--- src/hw/rtl/csro_pkg.sv ---
// shared types and constants for the colour sensor serial readout
`default_nettype none
package csro_pkg;

  localparam int BITS_PER_COLOR = 12;
  localparam int BIT_IDX_W      = $clog2(BITS_PER_COLOR);
  localparam int COLOR_W        = 12;
  localparam int NUM_COLORS     = 3;
  localparam int COLOR_IDX_W    = 2;
  localparam int TICK_W         = 16;
  localparam int CFG_IDX_W      = 3;
  localparam int CFG_DATA_W     = 16;

  // register indexes
  localparam logic [CFG_IDX_W-1:0] REG_PREP      = 3'd0;
  localparam logic [CFG_IDX_W-1:0] REG_INTEGRATE = 3'd1;
  localparam logic [CFG_IDX_W-1:0] REG_SETTLE    = 3'd2;
  localparam logic [CFG_IDX_W-1:0] REG_HALF_PER  = 3'd3;
  localparam logic [CFG_IDX_W-1:0] REG_HOLD      = 3'd4;
  localparam logic [CFG_IDX_W-1:0] REG_RANGE     = 3'd5;

  // register reset values
  localparam logic [TICK_W-1:0] PREP_RST      = 16'd5;
  localparam logic [TICK_W-1:0] INTEGRATE_RST = 16'd100;
  localparam logic [TICK_W-1:0] SETTLE_RST    = 16'd1;
  localparam logic [TICK_W-1:0] HALF_PER_RST  = 16'd1;
  localparam logic [TICK_W-1:0] HOLD_RST      = 16'd1;

  // held colour after reset
  localparam logic [COLOR_W-1:0] RED_RST   = 12'd10;
  localparam logic [COLOR_W-1:0] GREEN_RST = 12'd0;
  localparam logic [COLOR_W-1:0] BLUE_RST  = 12'd10;

  localparam logic [COLOR_IDX_W-1:0] COLOR_RED   = 2'd0;
  localparam logic [COLOR_IDX_W-1:0] COLOR_GREEN = 2'd1;
  localparam logic [COLOR_IDX_W-1:0] COLOR_BLUE  = 2'd2;

  typedef enum logic [7:0] {
    PH_IDLE   = 8'b0000_0001,
    PH_PREP   = 8'b0000_0010,
    PH_INTEG  = 8'b0000_0100,
    PH_SETTLE = 8'b0000_1000,
    PH_CKHI   = 8'b0001_0000,
    PH_CKLO   = 8'b0010_0000,
    PH_HOLD   = 8'b0100_0000,
    PH_FINISH = 8'b1000_0000
  } phase_t;

  typedef struct packed {
    logic [TICK_W-1:0] prep_ticks;
    logic [TICK_W-1:0] integrate_ticks;
    logic [TICK_W-1:0] settle_ticks;
    logic [TICK_W-1:0] half_period_ticks;
    logic [TICK_W-1:0] hold_ticks;
    logic              range_high;
  } cfg_t;

  typedef struct packed {
    logic               led_on;
    logic               gate_out;
    logic               clock_out;
    logic               range_out;
    logic               busy_res;
    logic               done_res;
    logic [COLOR_W-1:0] red_value;
    logic [COLOR_W-1:0] green_value;
    logic [COLOR_W-1:0] blue_value;
  } res_t;

endpackage
`default_nettype wire

--- src/hw/rtl/csro_ifs.sv ---
// valid/ready channel interfaces for the tick input and the result output
`default_nettype none
interface csro_in_if;
  logic valid;
  logic ready;
  logic start_req;
  logic sensor_data;

  modport source (output valid, output start_req, output sensor_data, input ready);
  modport sink (input valid, input start_req, input sensor_data, output ready);
endinterface

interface csro_out_if;
  logic                        valid;
  logic                        ready;
  logic                        led_on;
  logic                        gate_out;
  logic                        clock_out;
  logic                        range_out;
  logic                        busy_res;
  logic                        done_res;
  logic [csro_pkg::COLOR_W-1:0] red_value;
  logic [csro_pkg::COLOR_W-1:0] green_value;
  logic [csro_pkg::COLOR_W-1:0] blue_value;

  modport source (
    output valid, output led_on, output gate_out, output clock_out, output range_out,
    output busy_res, output done_res, output red_value, output green_value,
    output blue_value, input ready
  );
  modport sink (
    input valid, input led_on, input gate_out, input clock_out, input range_out,
    input busy_res, input done_res, input red_value, input green_value,
    input blue_value, output ready
  );
endinterface
`default_nettype wire

--- src/hw/rtl/color_sensor_serial_readout.sv ---
// top level of the colour sensor serial readout sequencer
//
//   port group  dir  beat contents
//   in_ch       in   start_req, sensor_data (one beat per time tick)
//   out_ch      out  led_on, gate_out, clock_out, range_out, busy_res,
//                    done_res, red_value, green_value, blue_value
//   cfg_*       in   cfg_we, cfg_index, cfg_wdata (register write)
//
// one beat in and one beat out per cycle when both sides keep up
// a tick reaches the output through the input register, then the result register
// the sequencer state advances as a tick moves from the input to the result register
// rst_n (synchronous) restores register defaults, idle phase and held colour 10/0/10
// out_ch.ready low holds the result; the input register still takes one more beat
`default_nettype none
module color_sensor_serial_readout (
  input  wire logic                            clk,
  input  wire logic                            rst_n,
  csro_in_if.sink                              in_ch,
  csro_out_if.source                           out_ch,
  input  wire logic                            cfg_we,
  input  wire logic [csro_pkg::CFG_IDX_W-1:0]  cfg_index,
  input  wire logic [csro_pkg::CFG_DATA_W-1:0] cfg_wdata
);

  csro_pkg::cfg_t cfg;
  csro_pkg::res_t res;
  csro_pkg::res_t res_r;

  logic in_valid_r;
  logic in_start_r;
  logic in_data_r;
  logic out_valid_r;
  logic out_free;
  logic step_en;
  logic in_take;

  assign out_free = !out_valid_r || out_ch.ready;
  assign step_en  = in_valid_r && out_free;
  assign in_ch.ready = !in_valid_r || out_free;
  assign in_take  = in_ch.valid && in_ch.ready;

  always_ff @(posedge clk) begin
    if (!rst_n) begin
      in_valid_r  <= 1'b0;
      out_valid_r <= 1'b0;
    end else begin
      if (in_take) begin
        in_valid_r <= 1'b1;
      end else if (step_en) begin
        in_valid_r <= 1'b0;
      end
      if (step_en) begin
        out_valid_r <= 1'b1;
      end else if (out_ch.ready) begin
        out_valid_r <= 1'b0;
      end
    end
  end

  always_ff @(posedge clk) begin
    if (in_take) begin
      in_start_r <= in_ch.start_req;
      in_data_r  <= in_ch.sensor_data;
    end
    if (step_en) begin
      res_r <= res;
    end
  end

  csro_cfg u_cfg (
    .clk       (clk),
    .rst_n     (rst_n),
    .cfg_we    (cfg_we),
    .cfg_index (cfg_index),
    .cfg_wdata (cfg_wdata),
    .cfg       (cfg)
  );

  csro_core u_core (
    .clk         (clk),
    .rst_n       (rst_n),
    .step_en     (step_en),
    .start_req   (in_start_r),
    .sensor_data (in_data_r),
    .cfg         (cfg),
    .res         (res)
  );

  assign out_ch.valid       = out_valid_r;
  assign out_ch.led_on      = res_r.led_on;
  assign out_ch.gate_out    = res_r.gate_out;
  assign out_ch.clock_out   = res_r.clock_out;
  assign out_ch.range_out   = res_r.range_out;
  assign out_ch.busy_res    = res_r.busy_res;
  assign out_ch.done_res    = res_r.done_res;
  assign out_ch.red_value   = res_r.red_value;
  assign out_ch.green_value = res_r.green_value;
  assign out_ch.blue_value  = res_r.blue_value;

  a_take_fills: assert property (@(posedge clk) disable iff (!rst_n)
    in_take |=> in_valid_r)
    else $error("accepted tick not held in input register");

  a_step_fills: assert property (@(posedge clk) disable iff (!rst_n)
    step_en |=> out_valid_r)
    else $error("sequencer step produced no result beat");

endmodule
`default_nettype wire

--- src/hw/rtl/csro_cfg.sv ---
// configuration register bank of the colour sensor readout
`default_nettype none
module csro_cfg (
  input  wire logic                               clk,
  input  wire logic                               rst_n,
  input  wire logic                               cfg_we,
  input  wire logic [csro_pkg::CFG_IDX_W-1:0]     cfg_index,
  input  wire logic [csro_pkg::CFG_DATA_W-1:0]    cfg_wdata,
  output csro_pkg::cfg_t                          cfg
);

  csro_pkg::cfg_t cfg_r;

  always_ff @(posedge clk) begin
    if (!rst_n) begin
      cfg_r.prep_ticks        <= csro_pkg::PREP_RST;
      cfg_r.integrate_ticks   <= csro_pkg::INTEGRATE_RST;
      cfg_r.settle_ticks      <= csro_pkg::SETTLE_RST;
      cfg_r.half_period_ticks <= csro_pkg::HALF_PER_RST;
      cfg_r.hold_ticks        <= csro_pkg::HOLD_RST;
      cfg_r.range_high        <= 1'b0;
    end else if (cfg_we) begin
      case (cfg_index)
        csro_pkg::REG_PREP:      cfg_r.prep_ticks        <= cfg_wdata;
        csro_pkg::REG_INTEGRATE: cfg_r.integrate_ticks   <= cfg_wdata;
        csro_pkg::REG_SETTLE:    cfg_r.settle_ticks      <= cfg_wdata;
        csro_pkg::REG_HALF_PER:  cfg_r.half_period_ticks <= cfg_wdata;
        csro_pkg::REG_HOLD:      cfg_r.hold_ticks        <= cfg_wdata;
        csro_pkg::REG_RANGE:     cfg_r.range_high        <= cfg_wdata[0];
        default: ;
      endcase
    end
  end

  assign cfg = cfg_r;

endmodule
`default_nettype wire

--- src/hw/rtl/csro_core.sv ---
// measurement sequencer: phase state, tick counter, serial capture and held colour
`default_nettype none
module csro_core (
  input  wire logic          clk,
  input  wire logic          rst_n,
  input  wire logic          step_en,
  input  wire logic          start_req,
  input  wire logic          sensor_data,
  input  wire csro_pkg::cfg_t cfg,
  output csro_pkg::res_t     res
);

  localparam int TW = csro_pkg::TICK_W;
  localparam int BW = csro_pkg::BIT_IDX_W;
  localparam int CW = csro_pkg::COLOR_IDX_W;
  localparam int DW = csro_pkg::COLOR_W;
  localparam logic [BW-1:0] LAST_BIT = BW'(csro_pkg::BITS_PER_COLOR - 1);

  csro_pkg::phase_t phase_r, phase_nxt;
  logic [TW-1:0]    tick_r, tick_nxt;
  logic [BW-1:0]    bit_r, bit_nxt;
  logic [CW-1:0]    col_r, col_nxt;
  logic [DW-1:0]    red_r, red_nxt, green_r, green_nxt, blue_r, blue_nxt;
  logic [csro_pkg::BITS_PER_COLOR-1:0] shift_r [csro_pkg::NUM_COLORS];

  logic [TW-1:0]    len, len_eff;
  logic             last;
  logic             sample_en;
  logic [BW-1:0]    wr_bit;
  logic [CW-1:0]    wr_col;
  logic             done, busy, gate, sclk;

  always_comb begin
    phase_nxt = phase_r;
    tick_nxt  = tick_r;
    bit_nxt   = bit_r;
    col_nxt   = col_r;
    red_nxt   = red_r;
    green_nxt = green_r;
    blue_nxt  = blue_r;
    done      = 1'b0;
    busy      = 1'b0;
    gate      = 1'b0;
    sclk      = 1'b0;
    sample_en = 1'b0;

    // finishing tick: latch colour, drop back to idle, may restart below
    if (phase_r == csro_pkg::PH_FINISH) begin
      red_nxt   = DW'(shift_r[0]);
      green_nxt = DW'(shift_r[1]);
      blue_nxt  = DW'(shift_r[2]);
      done      = 1'b1;
      phase_nxt = csro_pkg::PH_IDLE;
    end
    if (phase_nxt == csro_pkg::PH_IDLE && start_req) begin
      phase_nxt = csro_pkg::PH_PREP;
      tick_nxt  = '0;
      bit_nxt   = '0;
      col_nxt   = '0;
    end

    case (phase_nxt)
      csro_pkg::PH_PREP:   len = cfg.prep_ticks;
      csro_pkg::PH_INTEG:  len = cfg.integrate_ticks;
      csro_pkg::PH_SETTLE: len = cfg.settle_ticks;
      csro_pkg::PH_CKHI:   len = cfg.half_period_ticks;
      csro_pkg::PH_CKLO:   len = cfg.half_period_ticks;
      csro_pkg::PH_HOLD:   len = cfg.hold_ticks;
      default:             len = TW'(1);
    endcase
    len_eff = (len == '0) ? TW'(1) : len;
    last    = ({1'b0, tick_nxt} + (TW+1)'(1)) >= {1'b0, len_eff};

    wr_bit = bit_nxt;
    wr_col = (col_nxt == 2'd3) ? csro_pkg::COLOR_BLUE : col_nxt;

    if (phase_nxt != csro_pkg::PH_IDLE) begin
      busy      = 1'b1;
      gate      = (phase_nxt == csro_pkg::PH_INTEG);
      sclk      = (phase_nxt == csro_pkg::PH_CKHI);
      sample_en = (phase_nxt == csro_pkg::PH_CKHI) && last;
      if (!last) begin
        tick_nxt = tick_nxt + TW'(1);
      end else begin
        tick_nxt = '0;
        case (phase_nxt)
          csro_pkg::PH_PREP:   phase_nxt = csro_pkg::PH_INTEG;
          csro_pkg::PH_INTEG:  phase_nxt = csro_pkg::PH_SETTLE;
          csro_pkg::PH_SETTLE: phase_nxt = csro_pkg::PH_CKHI;
          csro_pkg::PH_CKHI:   phase_nxt = csro_pkg::PH_CKLO;
          csro_pkg::PH_CKLO: begin
            if (bit_nxt >= LAST_BIT) begin
              bit_nxt   = '0;
              phase_nxt = csro_pkg::PH_HOLD;
            end else begin
              bit_nxt   = bit_nxt + BW'(1);
              phase_nxt = csro_pkg::PH_CKHI;
            end
          end
          csro_pkg::PH_HOLD: begin
            if (col_nxt >= csro_pkg::COLOR_BLUE) begin
              col_nxt   = '0;
              phase_nxt = csro_pkg::PH_FINISH;
            end else begin
              col_nxt   = col_nxt + CW'(1);
              phase_nxt = csro_pkg::PH_CKHI;
            end
          end
          default: phase_nxt = csro_pkg::PH_IDLE;
        endcase
      end
    end
  end

  always_ff @(posedge clk) begin
    if (!rst_n) begin
      phase_r <= csro_pkg::PH_IDLE;
      tick_r  <= '0;
      bit_r   <= '0;
      col_r   <= '0;
      red_r   <= csro_pkg::RED_RST;
      green_r <= csro_pkg::GREEN_RST;
      blue_r  <= csro_pkg::BLUE_RST;
    end else if (step_en) begin
      phase_r <= phase_nxt;
      tick_r  <= tick_nxt;
      bit_r   <= bit_nxt;
      col_r   <= col_nxt;
      red_r   <= red_nxt;
      green_r <= green_nxt;
      blue_r  <= blue_nxt;
    end
  end

  // serial capture, one bit on the last tick of each clock-high phase
  always_ff @(posedge clk) begin
    if (step_en && sample_en) begin
      shift_r[wr_col][wr_bit] <= sensor_data;
    end
  end

  assign res.led_on      = busy;
  assign res.gate_out    = gate;
  assign res.clock_out   = sclk;
  assign res.range_out   = cfg.range_high;
  assign res.busy_res    = busy;
  assign res.done_res    = done;
  assign res.red_value   = red_nxt;
  assign res.green_value = green_nxt;
  assign res.blue_value  = blue_nxt;

  a_gate_clk_excl: assert property (@(posedge clk) disable iff (!rst_n)
    !(res.gate_out && res.clock_out))
    else $error("gate and serial clock high together");

  a_bit_range: assert property (@(posedge clk) disable iff (!rst_n)
    bit_r <= LAST_BIT)
    else $error("bit index past end of word");

  a_col_range: assert property (@(posedge clk) disable iff (!rst_n)
    col_r != 2'd3)
    else $error("colour index out of range");

  // a restart with a one-tick preparation lands straight in integration
  a_finish_exit: assert property (@(posedge clk) disable iff (!rst_n)
    step_en && phase_r == csro_pkg::PH_FINISH |=>
      phase_r == csro_pkg::PH_IDLE || phase_r == csro_pkg::PH_PREP ||
      phase_r == csro_pkg::PH_INTEG)
    else $error("finishing tick not followed by idle or restart");

endmodule
`default_nettype wire

--- src/flat_wrapper.sv ---
// flat-port wrapper written by rule: the top's interface ports become plain ports
module color_sensor_serial_readout_flat 
  (clk, rst_n, cfg_we, cfg_index, cfg_wdata, in_ch_valid, in_ch_start_req, in_ch_sensor_data, in_ch_ready, out_ch_valid, out_ch_led_on, out_ch_gate_out, out_ch_clock_out, out_ch_range_out, out_ch_busy_res, out_ch_done_res, out_ch_red_value, out_ch_green_value, out_ch_blue_value, out_ch_ready);
  csro_in_if in_ch_i ();
  csro_out_if out_ch_i ();
  input  wire logic clk;
  input  wire logic rst_n;
  input  wire logic cfg_we;
  input  wire logic [csro_pkg::CFG_IDX_W-1:0] cfg_index;
  input  wire logic [csro_pkg::CFG_DATA_W-1:0] cfg_wdata;
  input wire logic [$bits(in_ch_i.valid)-1:0] in_ch_valid;
  input wire logic [$bits(in_ch_i.start_req)-1:0] in_ch_start_req;
  input wire logic [$bits(in_ch_i.sensor_data)-1:0] in_ch_sensor_data;
  output wire logic [$bits(in_ch_i.ready)-1:0] in_ch_ready;
  output wire logic [$bits(out_ch_i.valid)-1:0] out_ch_valid;
  output wire logic [$bits(out_ch_i.led_on)-1:0] out_ch_led_on;
  output wire logic [$bits(out_ch_i.gate_out)-1:0] out_ch_gate_out;
  output wire logic [$bits(out_ch_i.clock_out)-1:0] out_ch_clock_out;
  output wire logic [$bits(out_ch_i.range_out)-1:0] out_ch_range_out;
  output wire logic [$bits(out_ch_i.busy_res)-1:0] out_ch_busy_res;
  output wire logic [$bits(out_ch_i.done_res)-1:0] out_ch_done_res;
  output wire logic [$bits(out_ch_i.red_value)-1:0] out_ch_red_value;
  output wire logic [$bits(out_ch_i.green_value)-1:0] out_ch_green_value;
  output wire logic [$bits(out_ch_i.blue_value)-1:0] out_ch_blue_value;
  input wire logic [$bits(out_ch_i.ready)-1:0] out_ch_ready;
  assign in_ch_i.valid = in_ch_valid;
  assign in_ch_i.start_req = in_ch_start_req;
  assign in_ch_i.sensor_data = in_ch_sensor_data;
  assign in_ch_ready = in_ch_i.ready;
  assign out_ch_valid = out_ch_i.valid;
  assign out_ch_led_on = out_ch_i.led_on;
  assign out_ch_gate_out = out_ch_i.gate_out;
  assign out_ch_clock_out = out_ch_i.clock_out;
  assign out_ch_range_out = out_ch_i.range_out;
  assign out_ch_busy_res = out_ch_i.busy_res;
  assign out_ch_done_res = out_ch_i.done_res;
  assign out_ch_red_value = out_ch_i.red_value;
  assign out_ch_green_value = out_ch_i.green_value;
  assign out_ch_blue_value = out_ch_i.blue_value;
  assign out_ch_i.ready = out_ch_ready;
  color_sensor_serial_readout u_core (.clk(clk), .rst_n(rst_n), .in_ch(in_ch_i), .out_ch(out_ch_i), .cfg_we(cfg_we), .cfg_index(cfg_index), .cfg_wdata(cfg_wdata));
endmodule
--- config.mk ---
export PLATFORM = sky130hd
export DESIGN_NAME = color_sensor_serial_readout_flat
export DESIGN_NICKNAME = d
export VERILOG_FILES = /design/src/hw/rtl/csro_pkg.sv /design/src/hw/rtl/csro_ifs.sv /design/src/hw/rtl/color_sensor_serial_readout.sv /design/src/hw/rtl/csro_cfg.sv /design/src/hw/rtl/csro_core.sv /design/src/flat_wrapper.sv
export SDC_FILE = /design/constraint.sdc
export NUM_CORES = 1
export LEC_CHECK = 0
export BUFFER_PORTS_ARGS = -buffer_cell sky130_fd_sc_hd__buf_4
export CORE_MARGIN = 2
export CORE_UTILIZATION = 55
export CTS_BUF_LIST = sky130_fd_sc_hd__clkbuf_4
export DETAILED_ROUTE_END_ITERATION = 12
export PLACE_DENSITY = 0.74
export SKIP_LAST_GASP = 1
export SLEW_MARGIN = 20
export SYNTH_ARGS = -nofsm -noshare
export SYNTH_HDL_FRONTEND = slang
export SYNTH_SLANG_ARGS = --single-unit
--- constraint.sdc ---
create_clock -name clk -period 13.35 [get_ports clk]
set_input_delay 2.67 -clock clk [delete_from_list [all_inputs] [get_ports clk]]
set_output_delay 2.67 -clock clk [all_outputs]
set_load 0.01 [all_outputs]
Word level (Yosys, flattened, before mapping)
Memories as Yosys holds them, arrays and structs flattened.
Cells that the tools add are included.
{"block": "word_totals", "ff_bits": 192, "mem_bits_rw": 36, "input_bits": 26, "word_cells": 108, "n_memories": 1}
{"block": "op_classes", "add_sub_neg": 4, "order_cmp": 5, "eq_ne": 15, "n_mux": 37, "n_reduce_logical": 21}
{"memory": "u_core.u_core.shift_r", "depth": 3, "width": 12, "read_ports": 3, "rd_clocked_by_memory_dff": 0, "write_ports": 1, "line": "csro_core.sv:24", "source": "logic [csro_pkg::BITS_PER_COLOR-1:0] shift_r [csro_pkg::NUM_COLORS];"}
{"cell": "one-hot mux 16 bit (5 select lines)", "count": 1}
{"cell": "two-way mux 16 bit", "count": 4}
{"cell": "two-way mux 12 bit", "count": 4}
{"cell": "one-hot mux 8 bit (6 select lines)", "count": 1}
{"cell": "two-way mux 8 bit", "count": 5}
{"cell": "two-way mux 4 bit", "count": 5}
{"cell": "adder 16 x 1 -> 17 bit (second input constant)", "count": 1}
{"cell": "greater-or-equal comparator 17 x 16 -> 1 bit", "count": 1}
{"cell": "adder 16 x 1 -> 16 bit (second input constant)", "count": 1}
{"cell": "logical NOT 16 bit", "count": 1}
{"cell": "two-way mux 2 bit", "count": 6}
{"cell": "AND reduction 2 bit", "count": 6}
{"cell": "two-way mux 1 bit", "count": 9}
{"cell": "equality test 8 x 1 -> 1 bit (second input constant)", "count": 1}
{"cell": "equality test 8 x 2 -> 1 bit (second input constant)", "count": 1}
{"cell": "equality test 8 x 3 -> 1 bit (second input constant)", "count": 1}
{"cell": "equality test 8 x 4 -> 1 bit (second input constant)", "count": 1}
{"cell": "equality test 8 x 5 -> 1 bit (second input constant)", "count": 1}
{"cell": "equality test 8 x 6 -> 1 bit (second input constant)", "count": 1}
{"cell": "equality test 8 x 7 -> 1 bit (second input constant)", "count": 1}
{"cell": "equality test 8 bit (second input constant)", "count": 1}
{"cell": "inequality test 8 x 1 -> 1 bit (second input constant)", "count": 1}
{"cell": "two-way mux 7 bit", "count": 1}
{"cell": "equality test 3 x 2 -> 1 bit (second input constant)", "count": 2}
{"cell": "other kinds (16)", "count": 25}

Depth between registers and ports, before layout
Gate-level depths: netlist (run 1).
{"block": "depth", "ltp_word": 16, "mapped_depth": 22}

Cells and area by module
From an unflattened synthesis (run 1), not the netlist that was laid out.
{"block": "unflattened", "cells_unflattened": 995, "hier_area_um2": 10281.1}
{"module": "csro_core", "instances": 1, "cells_each": 651, "area_each_um2": 5839.4, "seq_area_each_um2": 2402.3}
{"module": "csro_cfg", "instances": 1, "cells_each": 291, "area_each_um2": 3016.6, "seq_area_each_um2": 1621.6}
{"module": "color_sensor_serial_readout", "instances": 1, "cells_each": 53, "area_each_um2": 1425.1, "seq_area_each_um2": 1361.3}

Least setup slack after synthesis (run 1)
Ideal clock, no wire load.
{"block": "synth_path", "path_type": "input -> output", "start": "input out_ch_ready", "end": "output in_ch_ready", "t_arrival_ns": 2.968, "required_ns": 10.680, "slack_ns": 7.712, "cell_stages": 2, "n_path_buf": 0, "cell_sequence": "nor2b_1 nand2_1"}
{"block": "synth_via", "elab_chain_len": 2}
{"item": "from (decl)", "line": "flat_wrapper.sv:25", "source": "input wire logic [$bits(out_ch_i.ready)-1:0] out_ch_ready;"}
{"item": "logical OR 1 bit", "line": "color_sensor_serial_readout.sv:37", "source": "assign out_free = !out_valid_r || out_ch.ready;"}
{"item": "logical OR 1 bit", "line": "color_sensor_serial_readout.sv:39", "source": "assign in_ch.ready = !in_valid_r || out_free;"}
{"item": "to (decl)", "line": "flat_wrapper.sv:14", "source": "output wire logic [$bits(in_ch_i.ready)-1:0] in_ch_ready;"}
Every way passes these cells.

Worst setup path after layout (run 1)
Same ends and word-level chain as after synthesis.

==> flow_summary.ini, run 1 <==
[run_status]
status = finished, final reports clean

[routing]
routed_wl_microns = 24130
drt_iter0_markers = 572
avgViaCountPerCell = 5.721
drc_errors = 0
via_count = 8209
firstDrtPassIters = 6
antenna_left = 0
wl_per_cell_microns = 16.81

[layout]
syn2layout_area_growth_pct = 13.25
layout.nets = 1199
final_layout_size_suffix_gt1_share_pct = 18.43
fin_cells = 1435

[yosys]
async_flop_share_pct = 0
syn_area_sq_um = 10300
synth_common_cells = 300 x nand2_1, 149 x dfxtp_1, 114 x a21boi_0, 79 x edfxtp_1, 66 x nor2_1
synth_area_per_cell_sq_um = 9.519
ys_seq_area_share_pct = 51.99
synth_most_common_cell = nand2_1
synthCells = 1082
yosys.area.top_type_share_pct = 28.96
synth_ff_type = dfxtp_1
syn_nets = 1129
yosysTopAreaCell = dfxtp_1
synth_edf_count = 79
synth_area_leaders = dfxtp_1 29%, edfxtp_1 23%, nand2_1 11%, a21boi_0 8.3%, mux2_2 3.9%
synth_cell_types = 60
yosysWarnings = 0
synth_seq_cells = 228

[critical_path]
critical_path.startpoint_type = input port
worstSetupPathType = input port to primary output
required_ns = 10.68
critPathMaxFanout = 4
worst_setup_path_end_kind = primary output
crit_arrival_ns = 3.23

[min_path]
hold_class = flop to flop

[floorplanning]
coreArea_sq_um = 18520
rows = 50
die_area_sq_um = 19840
start_util_pct = 55.62
die_width_microns = 140.8
io_pins = 70
die-height_microns = 140.8

[placed_design]
port_buffers = 69
gp_congestion = 0.8707
dp.cells = 1328
dp_hpwl_microns = 15240

[timing]
fmax_mhz = 169.6
hold_violations = 0
fin_setup_tns_ns = 0
skew_ns = 0.03168
min_period_ns = 5.897
worstMarginPinSlew_ns = 1.052
rsz0062_at_grt = no
maxSlewHeadroom_pct = 29.89
setup_viol = 0
fin_crit_sh_pct = 44.17
final-max-slew-violation-count = 0

[clock_tree]
post_cts_buffers = 0
htree_num_levels = 2
clk_pin_slew_worst_paths_ns = 0.06
tritoncts = yes
cts_made_buffers = 56
postCtsHoldBufs = 0
root_buffer = clkbuf_4
cts_resized = 0
cts_sinks = 228
clock_latency_ns = 0.70
cts.path.max_buffers = 3

[power]
ir_worst_vdd_mv = 0.07197
p_total_mw = 1.449
p_leak_nw = 4.186
power.density_nw_per_um2 = 124.3

[global_route]
grt_pass1_vias = 7744
grt_pass1_wl_microns = 38930
grt_max_degree = 91
track_usage_pct = 24.28
antenna_found_initial = 1
grt-ovfl-total = 0

[job]
drv_cap = 0
[critical path, stage by stage]
cell and delay (ns):
buf_4 0.11, nor2b_1 0.20, nand2_1 0.10, buf_4 0.15
[final timing paths]
check	start	end	slack, ns	depth (start not counted)
hold reg to reg	u_core.u_core.blue_r[11]$_SDFFE_PN0P_	u_core.u_core.blue_r[11]$_SDFFE_PN0P_	0.46	2
setup / recovery	out_ch_ready	in_ch_ready	7.45	4
hold / removal	u_core.u_core.blue_r[11]$_SDFFE_PN0P_	u_core.u_core.blue_r[11]$_SDFFE_PN0P_	0.46	2
setup reg to reg	u_core.u_core.phase_r[0]$_SDFFE_PN1P_	u_core.u_core.shift_r[1][10]$_DFFE_PP_	7.45	17
[cells by family (layout without fill, tap and decap cells)]
family | Yosys count | after routing | share of synthesized area, %
AND/OR/NAND/NOR | 490 | 490 | 21.42
flip-flops | 228 | 228 | 51.99
AO/OA/AOI/OAI | 216 | 216 | 15.44
buffers and inverters | 75 | 192 | 3.280
multiplexers | 38 | 38 | 4.130
adder cells (fa/ha/maj) | 21 | 21 | 2.551
XOR/XNOR | 14 | 14 | 1.190
other | 0 | 2 | 0
[area by class of cell]
type / instances / area (sq um)
Tap cell: 234 / 292.8
Sequential cell: 228 / 5355
Inverter: 8 / 31.28
Clock inverter: 22 / 147.6
Timing Repair Buffer: 79 / 593.1
Clock buffer: 83 / 623.1
Fill cell: 1570 / 6853
Multi-Input combinational cell: 779 / 4617
Antenna cell: 2 / 5.005
[layout by cell type, fill, tap and decap left out, types with 22 or more instances in the layout]
master / Yosys / final
mux2_2: 36 / 36
nand3_1: 43 / 43
nand2_1: 300 / 300
dfxtp_1: 149 / 149
a21boi_0: 114 / 114
a21oi_1: 22 / 22
clkbuf_4: 0 / 83
nor2_1: 66 / 66
edfxtp_1: 79 / 79
buf_4: 2 / 79
[sequential cells by signal, indices dropped and copies added (netlist names), 2 cells and up]
| name | flops |
|---|---|
| u_core.out_ch.blue_value | 12 |
| u_core.out_ch.green_value | 12 |
| u_core.out_ch.red_value | 12 |
| u_core.u_cfg.cfg | 81 |
| u_core.u_core.bit_r | 4 |
| u_core.u_core.blue_r | 12 |
| u_core.u_core.col_r | 2 |
| u_core.u_core.green_r | 12 |
| u_core.u_core.phase_r | 8 |
| u_core.u_core.red_r | 12 |
| u_core.u_core.shift_r | 36 |
| u_core.u_core.tick_r | 16 |
[metrics by stage]
step | util, % | worst slack, ns | area, sq um | hold WS [ns]
2_1_floorplan | - | 7.712 | 10300 | 0.4080
3_3_place_gp | 58.80 | 7.473 | 10890 | 0.4464
3_5_place_dp | 58.80 | 7.454 | 10890 | 0.4563
4_1_cts | 62.97 | 7.454 | 11660 | 0.4663
5_1_grt | 62.99 | 7.081 | 11660 | 0.4846
6_report | 62.99 | 7.453 | 11660 | 0.4631
[where the power goes]
part | total [mW] | switching [mW] | leakage, nW | internal, mW
clock network | 0.609 | 0.283 | 0.451 | 0.326
logic | 0.101 | 0.0660 | 1.83 | 0.0346
registers | 0.740 | 0.00871 | 1.91 | 0.731
[layer usage]
metal	track usage [%]	wire length, microns	vias to the layer above
met1	31.90	10520	3868
li1	-	-	3990
met2	39.90	11370	298
met3	3.906	1537	53
met4	10.74	708	0
met5	0	0	-
Power figures use the tool's default switching activity.
==> inputs of run 2 (changes only) <==
--- a/config.mk
+++ b/config.mk
@@ -5,12 +5,13 @@
 export SDC_FILE = /design/constraint.sdc
 export NUM_CORES = 1
 export LEC_CHECK = 0
+export ABC_AREA = 1
 export BUFFER_PORTS_ARGS = -buffer_cell sky130_fd_sc_hd__buf_4
 export CORE_MARGIN = 2
 export CORE_UTILIZATION = 55
 export CTS_BUF_LIST = sky130_fd_sc_hd__clkbuf_4
 export DETAILED_ROUTE_END_ITERATION = 12
-export PLACE_DENSITY = 0.74
+export PLACE_DENSITY = 0.73
 export SKIP_LAST_GASP = 1
 export SLEW_MARGIN = 20
 export SYNTH_ARGS = -nofsm -noshare
==> constraint.sdc (replaced) <==
create_clock -name clk -period 5.92 [get_ports clk]
set_input_delay 1.184 -clock clk [delete_from_list [all_inputs] [get_ports clk]]
set_output_delay 1.184 -clock clk [all_outputs]
set_load 0.01 [all_outputs]
==> flow_summary.ini, run 2 <==
[critical_path]
worst_setup_path_end_kind = flop
path_common_cell = nand2_1
worstSetupPathType = flop to flop
cp_slowest_cell = dfxtp_1
required_ns = 6.28
critPathMaxFanout = 32
crit_arrival_ns = 5.08
max_stage_delay_ns = 0.42
r2r_cells = 29
critical_path.startpoint_type = flop

[routing]
avgViaCountPerCell = 5.141
firstDrtPassIters = 5
routed_wl_microns = 25610
route.met2.wl_microns = 11920
wl_met1_microns = 11280
antenna_left = 0
top_layer_used = met4
drc_errors = 0
drt_iter0_markers = 725
wl_per_cell_microns = 13.99
via_count = 9408
met3_length_microns = 1833

[yosys]
ys_seq_area_share_pct = 49.43
yosys.area.top_type_share_pct = 27.54
synth_area_leaders = dfxtp_1 28%, edfxtp_1 22%, nand2_1 12%, nor2_1 8.6%, o21ai_0 7.5%
yosysWarnings = 0
syn_nets = 1486
yosysTopAreaCell = dfxtp_1
synth_area_per_cell_sq_um = 7.528
syn_area_sq_um = 10830
synth_seq_cells = 228
synthCells = 1439
synth_ff_type = dfxtp_1
synth_common_cells = 336 x nand2_1, 248 x nor2_1, 162 x o21ai_0, 150 x inv_1, 149 x dfxtp_1
synth_most_common_cell = nand2_1
async_flop_share_pct = 0
synth_edf_count = 79
synth_cell_types = 37

[timing]
hold_violations = 0
fin_setup_tns_ns = 0
fin_crit_sh_pct = 79.68
final-max-slew-violation-count = 0
maxSlewHeadroom_pct = 29.19
whs_ns = 0.4157
min_period_ns = 4.717
worstMarginPinSlew_ns = 1.062
setup_ws_ns = 1.203
fmax_mhz = 212.0
skew_ns = 0.05656
setup_viol = 0
rsz0062_at_grt = no

[floorplanning]
die-height_microns = 144.3
die_area_sq_um = 20840
io_pins = 70
rows = 51
coreArea_sq_um = 19400
die_width_microns = 144.3
start_util_pct = 55.84

[layout]
post-route-util_pct = 63.09
final_common_cell = nand2_1
syn2layout_area_growth_pct = 12.98
antenna_cells = 0
layout.nets = 1565
final_layout_size_suffix_gt1_share_pct = 15.27
final_cell_mix = 335 x nand2_1, 247 x nor2_1, 162 x o21ai_0
largest_reg_flops = 81

[clock_tree]
cts_resized = 0
tritoncts = yes
htree_num_levels = 2
clock_latency_ns = 0.70
root_buffer = clkbuf_4
postCtsHoldBufs = 0
post_cts_buffers = 0
cts.path.max_buffers = 3
cts_sinks = 228
cts_made_buffers = 58
clk_pin_slew_worst_paths_ns = 0.08

[min_path]
worstHoldPathCells = 0
hold_class = flop to flop

[global_route]
grt-ovfl-total = 0
grt_pass1_vias = 8539
track_usage_pct = 25.04
grt_max_degree = 99
grt_pass1_wl_microns = 41940
antenna_found_initial = 0

[placed_design]
gp_congestion = 0.9019
port_buffers = 69
pre_cts_slack_ns = 1.297
dp_hpwl_microns = 16330

[job]
drv_cap = 0

[power]
ir_worst_vdd_mv = 0.1545
p_total_mw = 3.477
power.density_nw_per_um2 = 284.1
p_leak_nw = 5.666

[run_status]
status = finished, final reports clean
## run 2: cell count changes in the layout (fill, tap and decap cells not counted), sizes merged, moves of 9 or more
cell	delta
a21boi	-115
inv	+159
mux2	-36
a22o	-16
nor2b	-10
a21oi	+68
o21ai	+147
nor4	-9
nand2	+65
nor2	+193
a222oi	-16
## run 2: final cells by class
cell class / instances / area (sq um)
Multi-Input combinational cell: 982 / 4564
Tap cell: 265 / 331.6
Timing Repair Buffer: 80 / 600.6
Sequential cell: 228 / 5355
Clock inverter: 24 / 132.6
Inverter: 168 / 631.9
Fill cell: 1782 / 7159
Clock buffer: 83 / 623.1
## run 2: power breakdown
group	switching, mW	internal [mW]	leakage (nW)	total, mW
combinational	0.287	0.130	3.27	0.417
clock	0.645	0.695	0.444	1.34
sequential	0.0330	1.69	1.95	1.72
total	0.965	2.51	5.67	3.48
## run 2: path summary, 6_finish.rpt
| kind | startpoint | to | slack, ns |
|---|---|---|---|
| hold reg to reg | u_core.u_cfg.cfg[0]$_SDFFE_PN0P_ | u_core.out_ch.range_out$_DFFE_PP_ | 0.42 |
| hold / removal | u_core.u_cfg.cfg[0]$_SDFFE_PN0P_ | u_core.out_ch.range_out$_DFFE_PP_ | 0.42 |
| setup / recovery | u_core.u_core.phase_r[5]$_SDFFE_PN0P_ | u_core.u_core.shift_r[0][11]$_DFFE_PP_ | 1.20 |
| setup reg to reg | u_core.u_core.phase_r[5]$_SDFFE_PN0P_ | u_core.u_core.shift_r[0][11]$_DFFE_PP_ | 1.20 |
## run 2: cells by family after synthesis
group	after synthesis	synth area share, %
AND/OR/NAND/NOR	695	26.91
adder cells (fa/ha/maj)	21	2.425
AO/OA/AOI/OAI	259	12.08
flip-flops	228	49.43
buffers and inverters	229	8.512
XOR/XNOR	7	0.6353
## run 2: per-stage QoR
| step | instance area [sq um] | cells |
|---|---|---|
| after detailed placement | 11480 | 1723 |
| after floorplan | 10830 | 1439 |
| after CTS | 12240 | 1830 |
| final | 12240 | 1830 |
| after global placement | 11480 | 1723 |
| after global routing | 12240 | 1830 |
## run 2: metal layers
layer	vias up	GRT usage, %
li1	4792	-
met2	333	40.21
met4	0	8.278
met1	4239	34.33
met5	-	0
met3	44	4.636
## run 2: worst max-delay path, delay by kind of cell (launching register included)
kind / cells / cell delay [ns]
simple gates: 21 / 2.69
fa+ha+maj: 2 / 0.52
buf+inv: 4 / 0.43
flops: 1 / 0.42
xor+xnor: 1 / 0.20
compound gates: 1 / 0.06
==> inputs of run 3 (changes only) <==
==> constraint.sdc (replaced) <==
create_clock -name clk -period 4.8 [get_ports clk]
set_input_delay 0.96 -clock clk [delete_from_list [all_inputs] [get_ports clk]]
set_output_delay 0.96 -clock clk [all_outputs]
set_load 0.01 [all_outputs]
==> flow_summary.ini, run 3 (synthesized netlist as in run 2, its figures left out) <==
[layout]
final_cell_mix = 335 x nand2_1, 248 x nor2_1, 162 x o21ai_0
largest_reg_flops = 81
layout.nets = 1574
postLayoutCellArea_sq_um = 12290
syn2layout_area_growth_pct = 13.48
final_common_cell = nand2_1
final_layout_size_suffix_gt1_share_pct = 15.70
nFillCells = 1803

[critical_path]
r2r_cells = 27
cp_slowest_cell = dfxtp_1
worstSetupPathType = flop to flop
worst_setup_path_end_kind = flop
crit_arrival_ns = 4.85
max_stage_delay_ns = 0.41
crit_buf_inv = 5
path_common_cell = nand2_1
critical-path-top-delay-family = simple AND/OR/NAND/NOR gates
cp_num_cells = 27
required_ns = 5.38
critPathMaxFanout = 17
critical_path.startpoint_type = flop

[clock_tree]
postCtsHoldBufs = 0
root_buffer = clkbuf_4
cts_sinks = 228
tritoncts = yes
cts_made_buffers = 59
cts.path.max_buffers = 3
clock_latency_ns = 0.72
post_cts_buffers = 0
htree_num_levels = 2
clk_pin_slew_worst_paths_ns = 0.07
cts_resized = 0

[routing]
drc_errors = 0
firstDrtPassIters = 7
wl_per_cell_microns = 14.10
via_count = 9506
avgViaCountPerCell = 5.169
drt_iter0_markers = 590
routed_wl_microns = 25930
antenna_left = 0

[timing]
setup_viol = 0
maxSlewHeadroom_pct = 34.99
skew_ns = 0.07901
worstMarginPinSlew_ns = 0.9752
final-max-slew-violation-count = 0
fmax_mhz = 233.8
fin_crit_sh_pct = 89.12
hold_violations = 0
min_period_ns = 4.278
fin_setup_tns_ns = 0
rsz0062_at_grt = no

[power]
p_leak_nw = 5.708
p_total_mw = 4.283
ir_worst_vdd_mv = 0.1875
power.density_nw_per_um2 = 348.4

[global_route]
antenna_found_initial = 1
grt-ovfl-total = 0
track_usage_pct = 25.45
grt_max_degree = 99
grt_pass1_vias = 8780
grt_pass1_wl_microns = 42590

[min_path]
worstHoldPathCells = 0
hold_class = flop to flop

[floorplanning]
die_width_microns = 144.3
start_util_pct = 55.84
coreArea_sq_um = 19400
rows = 51
die-height_microns = 144.3
io_pins = 70
die_area_sq_um = 20840

[placed_design]
dp_hpwl_microns = 16890
dpl_cell_area_sq_um = 11540
port_buffers = 69
gp_congestion = 0.9204

[job]
drv_cap = 0

[run_status]
status = finished, final reports clean
[run 3: final cells by class]
| type | instances | area (sq um) | share of cell area (%) |
|---|---|---|---|
| flip-flops and latches | 228 | 5355 | 43.56 |
| repair buffers | 88 | 660.6 | 5.374 |
| well taps | 265 | 331.6 | 2.697 |
| clock inverters | 20 | 100.1 | 0.8143 |
| clock buffers | 87 | 653.1 | 5.313 |
| multi-input cells | 982 | 4558 | 37.08 |
| diodes | 1 | 2.502 | 0.02036 |
| inverters | 168 | 631.9 | 5.140 |
[run 3: where the power goes]
| group | switching [mW] | internal (mW) | total (mW) |
|---|---|---|---|
| logic | 0.360 | 0.168 | 0.529 |
| clock network | 0.794 | 0.839 | 1.63 |
| registers | 0.0404 | 2.08 | 2.12 |
| total | 1.19 | 3.09 | 4.28 |
[run 3: final timing paths]
check	from	end	slack, ns
worst max-delay path	u_core.u_core.phase_r[5]$_SDFFE_PN0P_	u_core.u_core.tick_r[8]$_SDFFE_PN0P_	0.52
worst min-delay path	u_core.u_cfg.cfg[0]$_SDFFE_PN0P_	u_core.out_ch.range_out$_DFFE_PP_	0.43
worst min register to register	u_core.u_cfg.cfg[0]$_SDFFE_PN0P_	u_core.out_ch.range_out$_DFFE_PP_	0.43
worst max register to register	u_core.u_core.phase_r[5]$_SDFFE_PN0P_	u_core.u_core.tick_r[8]$_SDFFE_PN0P_	0.52
[run 3: metrics by stage]
stage | utilization [%] | worst slack, ns | cells | hold WS [ns]
global placement | 59.48 | 0.7204 | 1731 | 0.4118
finish | 63.37 | 0.5224 | 1839 | 0.4335
CTS | 63.36 | 0.5149 | 1838 | 0.4177
detailed placement | 59.48 | 0.5750 | 1731 | 0.4231
floorplan | - | 0.6174 | 1439 | 0.4019
global route | 63.37 | 0.01743 | 1839 | 0.4268
[run 3: per-layer routing]
| metal | part of all wire, % | track usage (%) |
|---|---|---|
| met3 | 6.8 | 4.371 |
| met5 | 0 | 0 |
| met4 | 2.8 | 10.53 |
| met2 | 47 | 41.43 |
| met1 | 44 | 33.73 |
